==> config.mk <==
export PLATFORM = sky130hd
export DESIGN_NAME = ggef_queue
export DESIGN_NICKNAME = d
export VERILOG_FILES = /design/src/rtl/ggef_pkg.sv /design/src/rtl/ggef_queue.sv
export SDC_FILE = /design/constraint.sdc
export NUM_CORES = 1
export LEC_CHECK = 0
export BUFFER_PORTS_ARGS = -buffer_cell sky130_fd_sc_hd__buf_2
export CAP_MARGIN = 20
export CORE_ASPECT_RATIO = 0.5
export CORE_MARGIN = 2
export CORE_UTILIZATION = 45
export DETAILED_ROUTE_END_ITERATION = 10
export HOLD_SLACK_MARGIN = 0.1
export PLACE_DENSITY = 0.7
export SLEW_MARGIN = 20
export SYNTH_ARGS = -nofsm -noshare
export SYNTH_HDL_FRONTEND = slang
export SYNTH_SLANG_ARGS = --single-unit
==> constraint.sdc <==
create_clock -name clk -period 10 [get_ports clk]
set_input_delay 0.5 -clock clk [delete_from_list [all_inputs] [get_ports clk]]
set_output_delay 0.5 -clock clk [all_outputs]
set_load 0.1 [all_outputs]
==> src/rtl/ggef_pkg.sv <==
// shared types and constants for the green-gauss edge flux block
package ggef_pkg;

  localparam int COORD_W     = 32;
  localparam int NORM_W      = 16;
  localparam int NORMAL_FRAC = 14;
  localparam int ACC_W       = 56;
  localparam int OUT_W       = 48;
  localparam int AXES        = 3;

  typedef struct packed {
    logic [AXES-1:0][COORD_W-1:0] dmag;
    logic [COORD_W-1:0]           amag;
    logic                         avg_neg;
    logic [AXES-1:0][NORM_W-1:0]  nmag;
    logic [AXES-1:0]              nneg;
    logic                         last;
  } ggef_task_t;

endpackage

==> src/rtl/ggef_queue.sv <==
// two-entry queue between front and back
module ggef_queue
  import ggef_pkg::*;
(
  input  logic       clk,
  input  logic       rst,
  input  logic       wr_valid,
  output logic       wr_ready,
  input  ggef_task_t wr_data,
  output logic       rd_valid,
  input  logic       rd_ready,
  output ggef_task_t rd_data
);

  ggef_task_t  slots [2];
  logic        wr_ptr;
  logic        rd_ptr;
  logic [1:0]  count;
  logic        push;
  logic        pop;

  assign wr_ready = (count != 2'd2);
  assign rd_valid = (count != 2'd0);
  assign rd_data  = slots[rd_ptr];
  assign push     = wr_valid && wr_ready;
  assign pop      = rd_valid && rd_ready;

  always_ff @(posedge clk) begin
    if (rst) begin
      wr_ptr <= 1'b0;
      rd_ptr <= 1'b0;
      count  <= 2'd0;
    end else begin
      if (push) wr_ptr <= !wr_ptr;
      if (pop) rd_ptr <= !rd_ptr;
      if (push && !pop) begin
        count <= count + 2'd1;
      end else if (pop && !push) begin
        count <= count - 2'd1;
      end
    end
    if (push) begin
      slots[wr_ptr] <= wr_data;
    end
  end

endmodule

==> metrics <==
DR iter-0 viols 319; Crit Path Class reg2out; worst hold slack 0.172 ns; Layout Nets 1,163; min Tclk post-route 3.87 ns; Rows 44; WL per Instance 20.8 µm; Synth Flop Type edfxtp_1; die area 0.0318 mm²; first-pass GRT wire length 41,900 µm; xor-xnor portion of the synthesized cell area 0.193%; Antenna Nets Post-Route 0; Slew headroom 28.1%; worst-case clock buffer depth 3; max-cap violation count 0; DP HPWL 20,000 µm; synthesized instance count 587; Starting Density 46.4%; Core Region 0.0294 mm²; sequential area share after synthesis 80.4%; die height 127 µm; Simple-Gate Fraction of Synth Area 0.367%; Vias 6,848; layout cells sized above 1 60.4%; Yosys top cell by area edfxtp_1; clock skew 0.0165 ns; synth warn 0; Critical Path AT 3.37 ns; count leader, synth edfxtp_1; CTS-repair resized insts 0; fmax 258 MHz; outcome finished clean; adder-cell share of the synthesized area 0.0917%; Worst-Margin Slew 1.08 ns; I/O pin count 368; CTS tree done; clock-pin slew on the worst setup and hold paths 0.06 ns; Yosys cell types 19; H-tree depth 2; Synth Net Count 773; max-slew violations 0; Async SR Flop Fraction 0%; area share of the leading cell type in the synthesized netlist 79.7%; largest net degree at the start of global routing 78; Hold-fix buffers, CTS 0; initial antenna violation count 2; Clock Sinks 367; synth top area cells edfxtp_1 (80%), mux2_4 (9.9%), mux2_2 (7.5%), buf_6 (0.91%), dfxtp_1 (0.73%); unrepaired setup endpoints after global routing false; CP endpoint kind output port; EDFF count, synth 362; Post-Syn Area per Cell 23.2 µm²; CP Data Required Time 9.50 ns; FF+latch count, synth 367; setup TNS 0 ns; multiplexer share of the synthesized area 17.4%; Synth Cell Area 0.0136 mm²; DRC Markers 0; vias in the first global route 7,204; Clock Latency Late Sink 0.51 ns; Syn-to-layout area delta 24.0%; All-Layer GR Usage 17.6%; final wirelength 29,000 µm; Final period util 38.7%; cts bufs inserted 34; Overflow after GRT 0; die width 250 µm; critical path launch point type flip-flop; Hold Vio Cnt, Final 0; main combinational cell family by area after synthesis multiplexers; Hold Crit Class in2reg; Post-CTS Setup Inserts 0; DRT Pass-1 Iters 4; Final GP Congestion 0.835; PortBufs 367; top cells by count, synth edfxtp_1 (362), mux2_2 (91), mux2_4 (90), buf_6 (11), buf_2 (9); clock root cell clkbuf_16; setup violators final 0; post-synthesis compound-gate area fraction 0.220%; DR vias/cell 4.91; CP max FO 47
metrics by stage:
step	cells	setup WS (ns)	area [µm²]	util [%]
3_3_place_gp	1332	6.73	15900	54.0
5_1_grt	1394	5.91	16900	57.5
6_report	1395	6.13	16900	57.5
2_1_floorplan	587	3.88	13600	-
3_5_place_dp	1332	6.63	15900	54.0
4_1_cts	1392	6.07	16900	57.5
routing by layer:
layer	part of all wire, %	wire (µm)	global-route usage, %	up-vias
met1	38	11000	20.1	3535
li1	-	-	-	3126
met5	0	0	0	-
met2	57	16500	33.9	148
met3	3.2	932	2.97	39
met4	2.1	614	5.53	0
placed cells by master, fill, tap and decap left out, types with 2 or more instances in the layout:
| cell type | synthesis | layout |
|---|---|---|
| xor2_1 | 3 | 3 |
| mux2_4 | 90 | 90 |
| buf_2 | 9 | 367 |
| o21ai_0 | 2 | 2 |
| mux2_2 | 91 | 91 |
| a21oi_1 | 2 | 2 |
| nor2_1 | 3 | 3 |
| clkinv_1 | 0 | 6 |
| clkinv_2 | 0 | 3 |
| dfxtp_1 | 5 | 4 |
| inv_6 | 0 | 2 |
| diode_2 | 0 | 3 |
| buf_4 | 0 | 7 |
| clkinv_4 | 0 | 2 |
| clkbuf_16 | 0 | 35 |
| edfxtp_1 | 362 | 362 |
| clkbuf_1 | 0 | 9 |
flip-flops by register name, summed over array words and instances (netlist names), named ones only:
signal	cells
count	2
slots	362
rd_ptr	1
wr_ptr	1
layout make-up:
cell class              count  area [µm²]
clock buffers              45         923
clock inverters            15         113
well taps                 391         489
inverters                   1        8.76
diodes                      3        7.51
multi-input cells         199        2500
flip-flops and latches    367       11000
fillers                  2287       12500
repair buffers            374        1890
critical path, stage by stage, from the launching register on:
cell and delay (ns):
dfxtp_4 0.69, buf_4 0.68, buf_4 0.68, mux2_2 0.42, buf_2 0.29
final timing paths:
path,cells past startpoint,end,from,slack (ns)
setup / recovery,4,rd_data[31],flip-flop,6.13
hold / removal,1,slots[1][57]$_DFFE_PP_,wr_data[57],0.17
setup reg to reg,3,slots[1][136]$_DFFE_PP_,count[0]$_SDFFE_PP0P_,7.38
hold reg to reg,2,rd_ptr$_SDFFE_PP0P_,rd_ptr$_SDFFE_PP0P_,0.51
logic make-up (layout without fill, tap and decap cells):
| group | after synthesis | in the layout |
|---|---|---|
| multiplexers | 181 | 181 |
| AO/OA/AOI/OAI | 5 | 5 |
| flip-flops | 367 | 367 |
| XOR/XNOR | 3 | 3 |
| buffers and inverters | 21 | 435 |
| AND/OR/NAND/NOR | 9 | 9 |
| adder cells (fa/ha/maj) | 1 | 1 |
| other | 0 | 3 |
Power is not shown: default switching activity piles up to over one toggle a cycle in this logic, so the estimate is an artifact.
