[src/rtl/ggef_pkg.sv]
// shared types and constants for the green-gauss edge flux block
package ggef_pkg;

  localparam int COORD_W     = 32;
  localparam int NORM_W      = 16;
  localparam int NORMAL_FRAC = 14;
  localparam int ACC_W       = 56;
  localparam int OUT_W       = 48;
  localparam int AXES        = 3;

  typedef struct packed {
    logic [AXES-1:0][COORD_W-1:0] dmag;
    logic [COORD_W-1:0]           amag;
    logic                         avg_neg;
    logic [AXES-1:0][NORM_W-1:0]  nmag;
    logic [AXES-1:0]              nneg;
    logic                         last;
  } ggef_task_t;

endpackage

[src/rtl/ggef_ifs.sv]
// edge input and flux output channel interfaces
interface ggef_edge_if;
  logic               valid;
  logic               ready;
  logic signed [31:0] start_x;
  logic signed [31:0] start_y;
  logic signed [31:0] start_z;
  logic signed [31:0] end_x;
  logic signed [31:0] end_y;
  logic signed [31:0] end_z;
  logic signed [31:0] own_value;
  logic signed [31:0] neighbor_value;
  logic signed [15:0] normal_x;
  logic signed [15:0] normal_y;
  logic signed [15:0] normal_z;
  logic               last_edge;

  modport source(output valid, start_x, start_y, start_z, end_x, end_y, end_z,
                 own_value, neighbor_value, normal_x, normal_y, normal_z, last_edge,
                 input ready);
  modport sink(input valid, start_x, start_y, start_z, end_x, end_y, end_z,
               own_value, neighbor_value, normal_x, normal_y, normal_z, last_edge,
               output ready);
endinterface


[src/rtl/ggef_front.sv]
// front stage: takes an edge item and forms magnitudes, signs and the value average
module ggef_front
  import ggef_pkg::*;
(
  input  logic       clk,
  input  logic       rst,
  ggef_edge_if.sink  tri_edge,
  output logic       task_valid,
  input  logic       task_ready,
  output ggef_task_t task_data
);

  logic       held;
  ggef_task_t task_q;
  ggef_task_t task_next;
  logic signed [COORD_W:0] d [AXES];
  logic signed [COORD_W:0] vsum;
  logic [COORD_W-1:0]      avg;

  assign tri_edge.ready = !held || task_ready;
  assign task_valid     = held;
  assign task_data      = task_q;

  always_comb begin
    d[0] = {tri_edge.end_x[31], tri_edge.end_x} - {tri_edge.start_x[31], tri_edge.start_x};
    d[1] = {tri_edge.end_y[31], tri_edge.end_y} - {tri_edge.start_y[31], tri_edge.start_y};
    d[2] = {tri_edge.end_z[31], tri_edge.end_z} - {tri_edge.start_z[31], tri_edge.start_z};
    vsum = {tri_edge.own_value[31], tri_edge.own_value}
         + {tri_edge.neighbor_value[31], tri_edge.neighbor_value};
    avg  = vsum[COORD_W:1];
    for (int i = 0; i < AXES; i++) begin
      task_next.dmag[i] = d[i][COORD_W] ? COORD_W'(-d[i]) : d[i][COORD_W-1:0];
    end
    task_next.amag    = avg[COORD_W-1] ? -avg : avg;
    task_next.avg_neg = avg[COORD_W-1];
    task_next.nmag[0] = tri_edge.normal_x[15] ? -tri_edge.normal_x : tri_edge.normal_x;
    task_next.nmag[1] = tri_edge.normal_y[15] ? -tri_edge.normal_y : tri_edge.normal_y;
    task_next.nmag[2] = tri_edge.normal_z[15] ? -tri_edge.normal_z : tri_edge.normal_z;
    task_next.nneg    = {tri_edge.normal_z[15], tri_edge.normal_y[15], tri_edge.normal_x[15]};
    task_next.last    = tri_edge.last_edge;
  end

  always_ff @(posedge clk) begin
    if (rst) begin
      held <= 1'b0;
    end else if (tri_edge.valid && tri_edge.ready) begin
      held <= 1'b1;
    end else if (task_ready) begin
      held <= 1'b0;
    end
    if (tri_edge.valid && tri_edge.ready) begin
      task_q <= task_next;
    end
  end

endmodule

[src/flat_wrapper.sv]
// flat-port wrapper written by rule: the top's interface ports become plain ports
module ggef_front_flat import ggef_pkg::*;
  (clk, rst, task_valid, task_ready, task_data, tri_edge_valid, tri_edge_start_x, tri_edge_start_y, tri_edge_start_z, tri_edge_end_x, tri_edge_end_y, tri_edge_end_z, tri_edge_own_value, tri_edge_neighbor_value, tri_edge_normal_x, tri_edge_normal_y, tri_edge_normal_z, tri_edge_last_edge, tri_edge_ready);
  ggef_edge_if tri_edge_i ();
  input  logic clk;
  input  logic rst;
  output logic task_valid;
  input  logic task_ready;
  output ggef_task_t task_data;
  input wire logic [$bits(tri_edge_i.valid)-1:0] tri_edge_valid;
  input wire logic [$bits(tri_edge_i.start_x)-1:0] tri_edge_start_x;
  input wire logic [$bits(tri_edge_i.start_y)-1:0] tri_edge_start_y;
  input wire logic [$bits(tri_edge_i.start_z)-1:0] tri_edge_start_z;
  input wire logic [$bits(tri_edge_i.end_x)-1:0] tri_edge_end_x;
  input wire logic [$bits(tri_edge_i.end_y)-1:0] tri_edge_end_y;
  input wire logic [$bits(tri_edge_i.end_z)-1:0] tri_edge_end_z;
  input wire logic [$bits(tri_edge_i.own_value)-1:0] tri_edge_own_value;
  input wire logic [$bits(tri_edge_i.neighbor_value)-1:0] tri_edge_neighbor_value;
  input wire logic [$bits(tri_edge_i.normal_x)-1:0] tri_edge_normal_x;
  input wire logic [$bits(tri_edge_i.normal_y)-1:0] tri_edge_normal_y;
  input wire logic [$bits(tri_edge_i.normal_z)-1:0] tri_edge_normal_z;
  input wire logic [$bits(tri_edge_i.last_edge)-1:0] tri_edge_last_edge;
  output wire logic [$bits(tri_edge_i.ready)-1:0] tri_edge_ready;
  assign tri_edge_i.valid = tri_edge_valid;
  assign tri_edge_i.start_x = tri_edge_start_x;
  assign tri_edge_i.start_y = tri_edge_start_y;
  assign tri_edge_i.start_z = tri_edge_start_z;
  assign tri_edge_i.end_x = tri_edge_end_x;
  assign tri_edge_i.end_y = tri_edge_end_y;
  assign tri_edge_i.end_z = tri_edge_end_z;
  assign tri_edge_i.own_value = tri_edge_own_value;
  assign tri_edge_i.neighbor_value = tri_edge_neighbor_value;
  assign tri_edge_i.normal_x = tri_edge_normal_x;
  assign tri_edge_i.normal_y = tri_edge_normal_y;
  assign tri_edge_i.normal_z = tri_edge_normal_z;
  assign tri_edge_i.last_edge = tri_edge_last_edge;
  assign tri_edge_ready = tri_edge_i.ready;
  ggef_front u_core (.clk(clk), .rst(rst), .tri_edge(tri_edge_i), .task_valid(task_valid), .task_ready(task_ready), .task_data(task_data));
endmodule
[config.mk]
export PLATFORM = sky130hd
export DESIGN_NAME = ggef_front_flat
export DESIGN_NICKNAME = d
export VERILOG_FILES = /design/src/rtl/ggef_pkg.sv /design/src/rtl/ggef_ifs.sv /design/src/rtl/ggef_front.sv /design/src/flat_wrapper.sv
export SDC_FILE = /design/constraint.sdc
export NUM_CORES = 1
export LEC_CHECK = 0
export ABC_CLOCK_PERIOD_IN_PS = 18860
export BUFFER_PORTS_ARGS = -buffer_cell sky130_fd_sc_hd__buf_2
export CELL_PAD_IN_SITES_DETAIL_PLACEMENT = 0
export CELL_PAD_IN_SITES_GLOBAL_PLACEMENT = 1
export CORE_MARGIN = 1
export CORE_UTILIZATION = 25
export DETAILED_ROUTE_END_ITERATION = 8
export HOLD_SLACK_MARGIN = 0.03
export PLACE_DENSITY = 0.56
export SYNTH_ARGS = -nofsm -noshare
export SYNTH_HDL_FRONTEND = slang
export SYNTH_SLANG_ARGS = --single-unit
[constraint.sdc]
create_clock -name clk -period 18.86 [get_ports clk]
set_clock_uncertainty 0.05 [all_clocks]
set_input_delay 3.772 -clock clk [delete_from_list [all_inputs] [get_ports clk]]
set_output_delay 3.772 -clock clk [all_outputs]
set_load 0.01 [all_outputs]
==> results of run 1 <==
==> through the flow <==
stage | util | setup WS (ns) | hold slack (ns)
detailed placement | 0.305 | 10.45 | 0.475
global placement | 0.305 | 10.59 | 0.447
global route | 0.314 | 10.65 | 0.522
floorplan | - | 10.12 | 0.543
finish | 0.314 | 10.86 | 0.483
CTS | 0.314 | 10.86 | 0.485
==> final cells by class <==
cell class              instances  area, sq um
fillers                      7118        45500
multi-input cells            1521        10600
flip-flops and latches        182         5460
repair buffers                495         2500
well taps                     864         1080
inverters                     161          604
clock buffers                  18          429
clock inverters                14          148
diodes                          2         5.00
==> layer usage <==
layer	up-vias	track usage	routed length, um
met4	10	0.0495	1180
met3	61	0.0340	3020
li1	7961	-	-
met1	7518	0.212	26600
met2	401	0.286	28800
met5	-	0	61
==> registers in the layout (all words and copies together), names as in the netlist <==
register and count:
u_core.task_valid 1, u_core.task_data 181
==> cell families (layout without fill, tap and decap cells) <==
family                   after synthesis  in the layout  share of synthesized area
AO/OA/AOI/OAI                        568            568                      0.219
buffers and inverters                215            688                     0.0503
adder cells (fa/ha/maj)              138            138                      0.104
flip-flops                           182            182                      0.323
XOR/XNOR                             245            245                      0.127
AND/OR/NAND/NOR                      555            555                      0.168
multiplexers                          15             15                    0.00903
other                                  0              2                          0
==> worst max-delay path, stage by stage <==
cell and delay, ns:
buf_2 0.09, nand2b_1 0.16, buf_2 0.15
==> final timing paths <==
kind                                        from                         endpoint  slack [ns]  cells after the start
hold reg to reg   u_core.task_valid$_SDFFE_PP0P_   u_core.task_valid$_SDFFE_PP0P_        0.48                      2
setup reg to reg  u_core.task_valid$_SDFFE_PP0P_  u_core.task_data[135]$_DFFE_PP_       16.81                      3
setup / recovery                      task_ready                   tri_edge_ready       10.86                      3
hold / removal    u_core.task_valid$_SDFFE_PP0P_   u_core.task_valid$_SDFFE_PP0P_        0.48                      2
==> report_power, final <==
part | leakage (nW) | switching, W | internal [W]
logic | 6.87 | 0.000389 | 0.000255
clock network | 0.276 | 0.000190 | 0.000186
registers | 1.76 | 0.0000250 | 0.000538
==> layout by cell type, fill, tap and decap left out, types with 5 or more instances in the layout <==
cell / count
buf_2: 491
edfxtp_1: 181
xnor2_1: 164
nand2_1: 162
inv_1: 161
a21oi_1: 159
ha_1: 134
o21ai_0: 126
nor2_1: 112
xor2_1: 81
nand3_1: 48
a21o_1: 42
nor3_1: 34
o31ai_1: 34
or3_1: 32
a31oi_1: 25
nand4_1: 23
nand2b_1: 22
a211oi_1: 21
o211ai_1: 20
and2_1: 19
and3_1: 18
clkbuf_16: 17
o21a_1: 16
nor4_1: 15
o21bai_1: 14
mux2i_1: 13
or2_2: 12
nor2b_1: 10
a311oi_1: 8
a21boi_0: 8
a31o_2: 7
nand3b_1: 7
o21ai_1: 7
o31a_1: 6
nor4b_1: 6
o2111ai_1: 5
==> synthesized netlist by cell type (6+ instances only) <==
library cell | count | share of area
a211oi_1 | 21 | 0.0093
a21boi_0 | 8 | 0.0036
a21o_1 | 42 | 0.019
a21oi_1 | 159 | 0.047
a311oi_1 | 8 | 0.0041
a31o_2 | 7 | 0.0036
a31oi_1 | 25 | 0.0093
and2_1 | 20 | 0.0074
and3_1 | 18 | 0.0067
buf_2 | 7 | 0.0021
clkbuf_1 | 41 | 0.0091
edfxtp_1 | 181 | 0.32
ha_1 | 134 | 0.099
inv_1 | 161 | 0.036
mux2i_1 | 13 | 0.0077
nand2_1 | 162 | 0.036
nand2b_1 | 22 | 0.0081
nand3_1 | 48 | 0.014
nand3b_1 | 7 | 0.0031
nand4_1 | 23 | 0.0085
nor2_1 | 112 | 0.025
nor2b_1 | 10 | 0.0037
nor3_1 | 34 | 0.010
nor4_1 | 15 | 0.0056
nor4b_1 | 6 | 0.0031
o211ai_1 | 20 | 0.0089
o21a_1 | 16 | 0.0071
o21ai_0 | 126 | 0.037
o21ai_1 | 7 | 0.0021
o21bai_1 | 14 | 0.0062
o31a_1 | 6 | 0.0031
o31ai_1 | 34 | 0.015
or2_2 | 12 | 0.0044
or3_1 | 32 | 0.012
xnor2_1 | 164 | 0.085
xor2_1 | 81 | 0.042
==> metrics.cfg, run 1 <==
[run_status]
status=complete, no violations

[logic_synthesis]
synth_edf_count=181
avgSynthCellArea_sq_um=8.81
synth.cell_area_sq_um=16900
synth_cell_types=102
syn_nets=2365
synth_warnings=0
synth-main-ff-cell=edfxtp_1
async_flop_share=0
seq_area_frac_synth=0.323
syn_inst=1918
ys_seq_elements=182

[timing]
relSlewSlack=0.338
slew_viol_final=0
tightest_slew_ns=0.993
period_minus_slack_ns=8.00
hold_violations=0
rsz0062_at_grt=false
fmax_ghz=0.125
period_share=0.424
tns_ns=0
setup_viol=0

[drt]
num_vias=15951
dr.pass1.iters=5
wl_per_cell_um=18.3
drc=0
antenna_left=0
drt_iter0_drc=797
avgViaCountPerCell=4.90
wl_um=59600

[power]
leakage_nw=8.91
pwr_density_cell_nw_per_um2=76.0
p_total_w=0.00158
vdd_drop_max_v=0.0000495

[finish]
syn2layout_area_growth_pct=23.2
layout-drive-gt1-share=0.241
layout.cells.non_filler=3257
fin_nets=2825
design_area_sq_um=20800

[cts]
cts_buffers=17
cts_root_buffer=clkbuf_16
h-tree-depth=4
holdBufCountCts=0
cts_tree=yes
path_clk_slew_ns=0.07
post_cts.repair.setup_buffers=0
clkLatencyLatePin_ns=0.48
clockBufferDepth=2
cts_resized=0
cts.sinks=182

[job]
max_cap_violations=0

[placed_design]
dpl.cell_count=3223
dp_hpwl_um=49500
gp_congestion=0.875
numPortBuffers=491
postPlaceCellArea_sq_um=20200

[grt]
grt_pass1_wl_um=88000
grt_overflow=0
grt_usage=0.167
grt_max_degree=164
grt_pass1_vias=15459
antenna_found_initial=11

[floorplanning]
die_h_um=262
fp.coreArea_sq_um=66300
io_pins=492
die_w_um=262
dieArea_sq_um=68600
num_rows=94
start_util=0.255

[critical_path]
crit_fanout=3
critPathRequiredTime_ns=15.04
cp-end-kind=primary output
critPathLaunchType=primary input
critical_path_class=primary input to primary output
arrival_ns=4.17

[min_path]
hp-class=flip-flop to flip-flop

Power figures use the tool's default switching activity.
==> run 2, diff against run 1 <==
- ABC_CLOCK_PERIOD_IN_PS: 18860 -> 6900
- PLACE_DENSITY: 0.56 -> 0.58
- clock period: 18.86 -> 6.9 ns (I/O delays scaled with it)
==> run 2 against run 1 <==
Non-clock buffer count unchanged. Critical endpoint is now u_core.task_data[166]$_DFFE_PP_. First-iteration DRC count increased by 12%. Wire length is 0.77% lower. Clock power rose to 2.7 times the previous value.
==> metrics.cfg, run 2 (synthesized netlist as in run 1, its figures left out) <==
[run_status]
status=complete, no violations

[placed_design]
gp_congestion=0.886
place_ws_ns=0.790
numPortBuffers=491
dpl.cell_count=3223
dp_hpwl_um=49300

[cts]
path_clk_slew_ns=0.08
cts_resized=0
h-tree-depth=4
cts_buffers=17
clockBufferDepth=2
clkLatencyLatePin_ns=0.49
holdBufCountCts=0
post_cts.repair.setup_buffers=0
cts_tree=yes
cts.sinks=182
cts_root_buffer=clkbuf_16

[floorplanning]
die_w_um=262
dieArea_sq_um=68600
io_pins=492
die_h_um=262
num_rows=94
start_util=0.255
fp.coreArea_sq_um=66300

[drt]
avgViaCountPerCell=4.93
antenna_left=0
num_vias=16058
drt_iter0_drc=890
wl_um=59100
drc=0
dr.pass1.iters=5
wl_per_cell_um=18.1

[grt]
grt_pass1_vias=15617
grt_usage=0.167
grt_pass1_wl_um=88200
grt_overflow=0
grt_max_degree=182
antenna_found_initial=10

[power]
leakage_nw=8.92
vdd_drop_max_v=0.000187
pwr_density_cell_nw_per_um2=207
p_total_w=0.00432

[timing]
setup_viol=0
slew_viol_final=0
worst_slack_ns=1.41
tns_ns=0
rsz0062_at_grt=false
hold_violations=0
period_minus_slack_ns=5.49
relSlewSlack=0.207
tightest_slew_ns=1.19
fmax_ghz=0.182
period_share=0.796

[finish]
layout_common_cells=buf_2 (491), edfxtp_1 (181), xnor2_1 (164)
layout-drive-gt1-share=0.242
syn2layout_area_growth_pct=23.3
fin_nets=2825
mostFrequentLayoutCell=buf_2
fill_cells=7208
layout.cells.non_filler=3260
largest_reg_flops=181

[critical_path]
cp_cell_sequence=buf_2 -> inv_1 -> ha_1 -> inv_1 -> fa_1 -> a211oi_1 -> o211ai_1 -> a21boi_1 -> o31ai_1 -> o211a_1 -> o311ai_1 -> nand2_1 -> nand2_1 -> a22o_1 -> o21ai_0 -> xnor2_1
critPathLaunchType=primary input
critPathRequiredTime_ns=7.06
slowest_delay_ns=0.65
path_buf_inv=3
rrSetupSlack_ns=4.91
crit_fanout=24
cp_top_family=compound AO/OA/AOI/OAI gates
slowest_stage=a22o_1
critical_path_class=primary input to flip-flop
cp-end-kind=flip-flop
arrival_ns=5.66

[min_path]
hp-class=flip-flop to flip-flop

[job]
max_cap_violations=0

run 2: routing by layer:
layer | vias up | wire (um) | GRT usage
li1 | 7967 | - | -
met1 | 7637 | 25900 | 0.210
met2 | 388 | 28900 | 0.290
met3 | 54 | 3280 | 0.0348
met4 | 12 | 948 | 0.0443
met5 | - | 73 | 0
run 2: through the flow:
| stage | hold WS (ns) | utilization | instance area (sq um) |
|---|---|---|---|
| detailed placement | 0.466 | 0.305 | 20200 |
| global route | 0.531 | 0.314 | 20800 |
| global placement | 0.451 | 0.305 | 20200 |
| floorplan | 0.543 | - | 16900 |
| finish | 0.476 | 0.314 | 20800 |
| CTS | 0.477 | 0.314 | 20800 |
run 2: worst paths after layout:
| path | depth (start not counted) | startpoint | endpoint |
|---|---|---|---|
| max | 16 | tri_edge_end_z[0] | u_core.task_data[166]$_DFFE_PP_ |
| min | 2 | u_core.task_valid$_SDFFE_PP0P_ | u_core.task_valid$_SDFFE_PP0P_ |
| max reg2reg | 3 | u_core.task_valid$_SDFFE_PP0P_ | u_core.task_data[101]$_DFFE_PP_ |
| min reg2reg | 2 | u_core.task_valid$_SDFFE_PP0P_ | u_core.task_valid$_SDFFE_PP0P_ |
run 2: area by class of cell:
class	count	area, sq um	area share
flip-flops and latches	182	5460	0.262
multi-input cells	1521	10600	0.509
diodes	5	12.5	0.000600
inverters	161	604	0.0290
clock buffers	17	425	0.0204
repair buffers	495	2500	0.120
clock inverters	15	164	0.00786
well taps	864	1080	0.0519
run 2: where the power goes:
group / switching (W) / total [W] / internal (W)
combinational: 0.00106 / 0.00176 / 0.000697
clock: 0.000545 / 0.00103 / 0.000484
sequential: 0.0000626 / 0.00153 / 0.00147
total: 0.00167 / 0.00432 / 0.00265
run 2: worst reg2reg max path, cell delays in order (launching register included):
cell      delay (ns)
dfxtp_1         0.31
nand2b_1        0.10
and2_4          0.16
buf_12          0.66
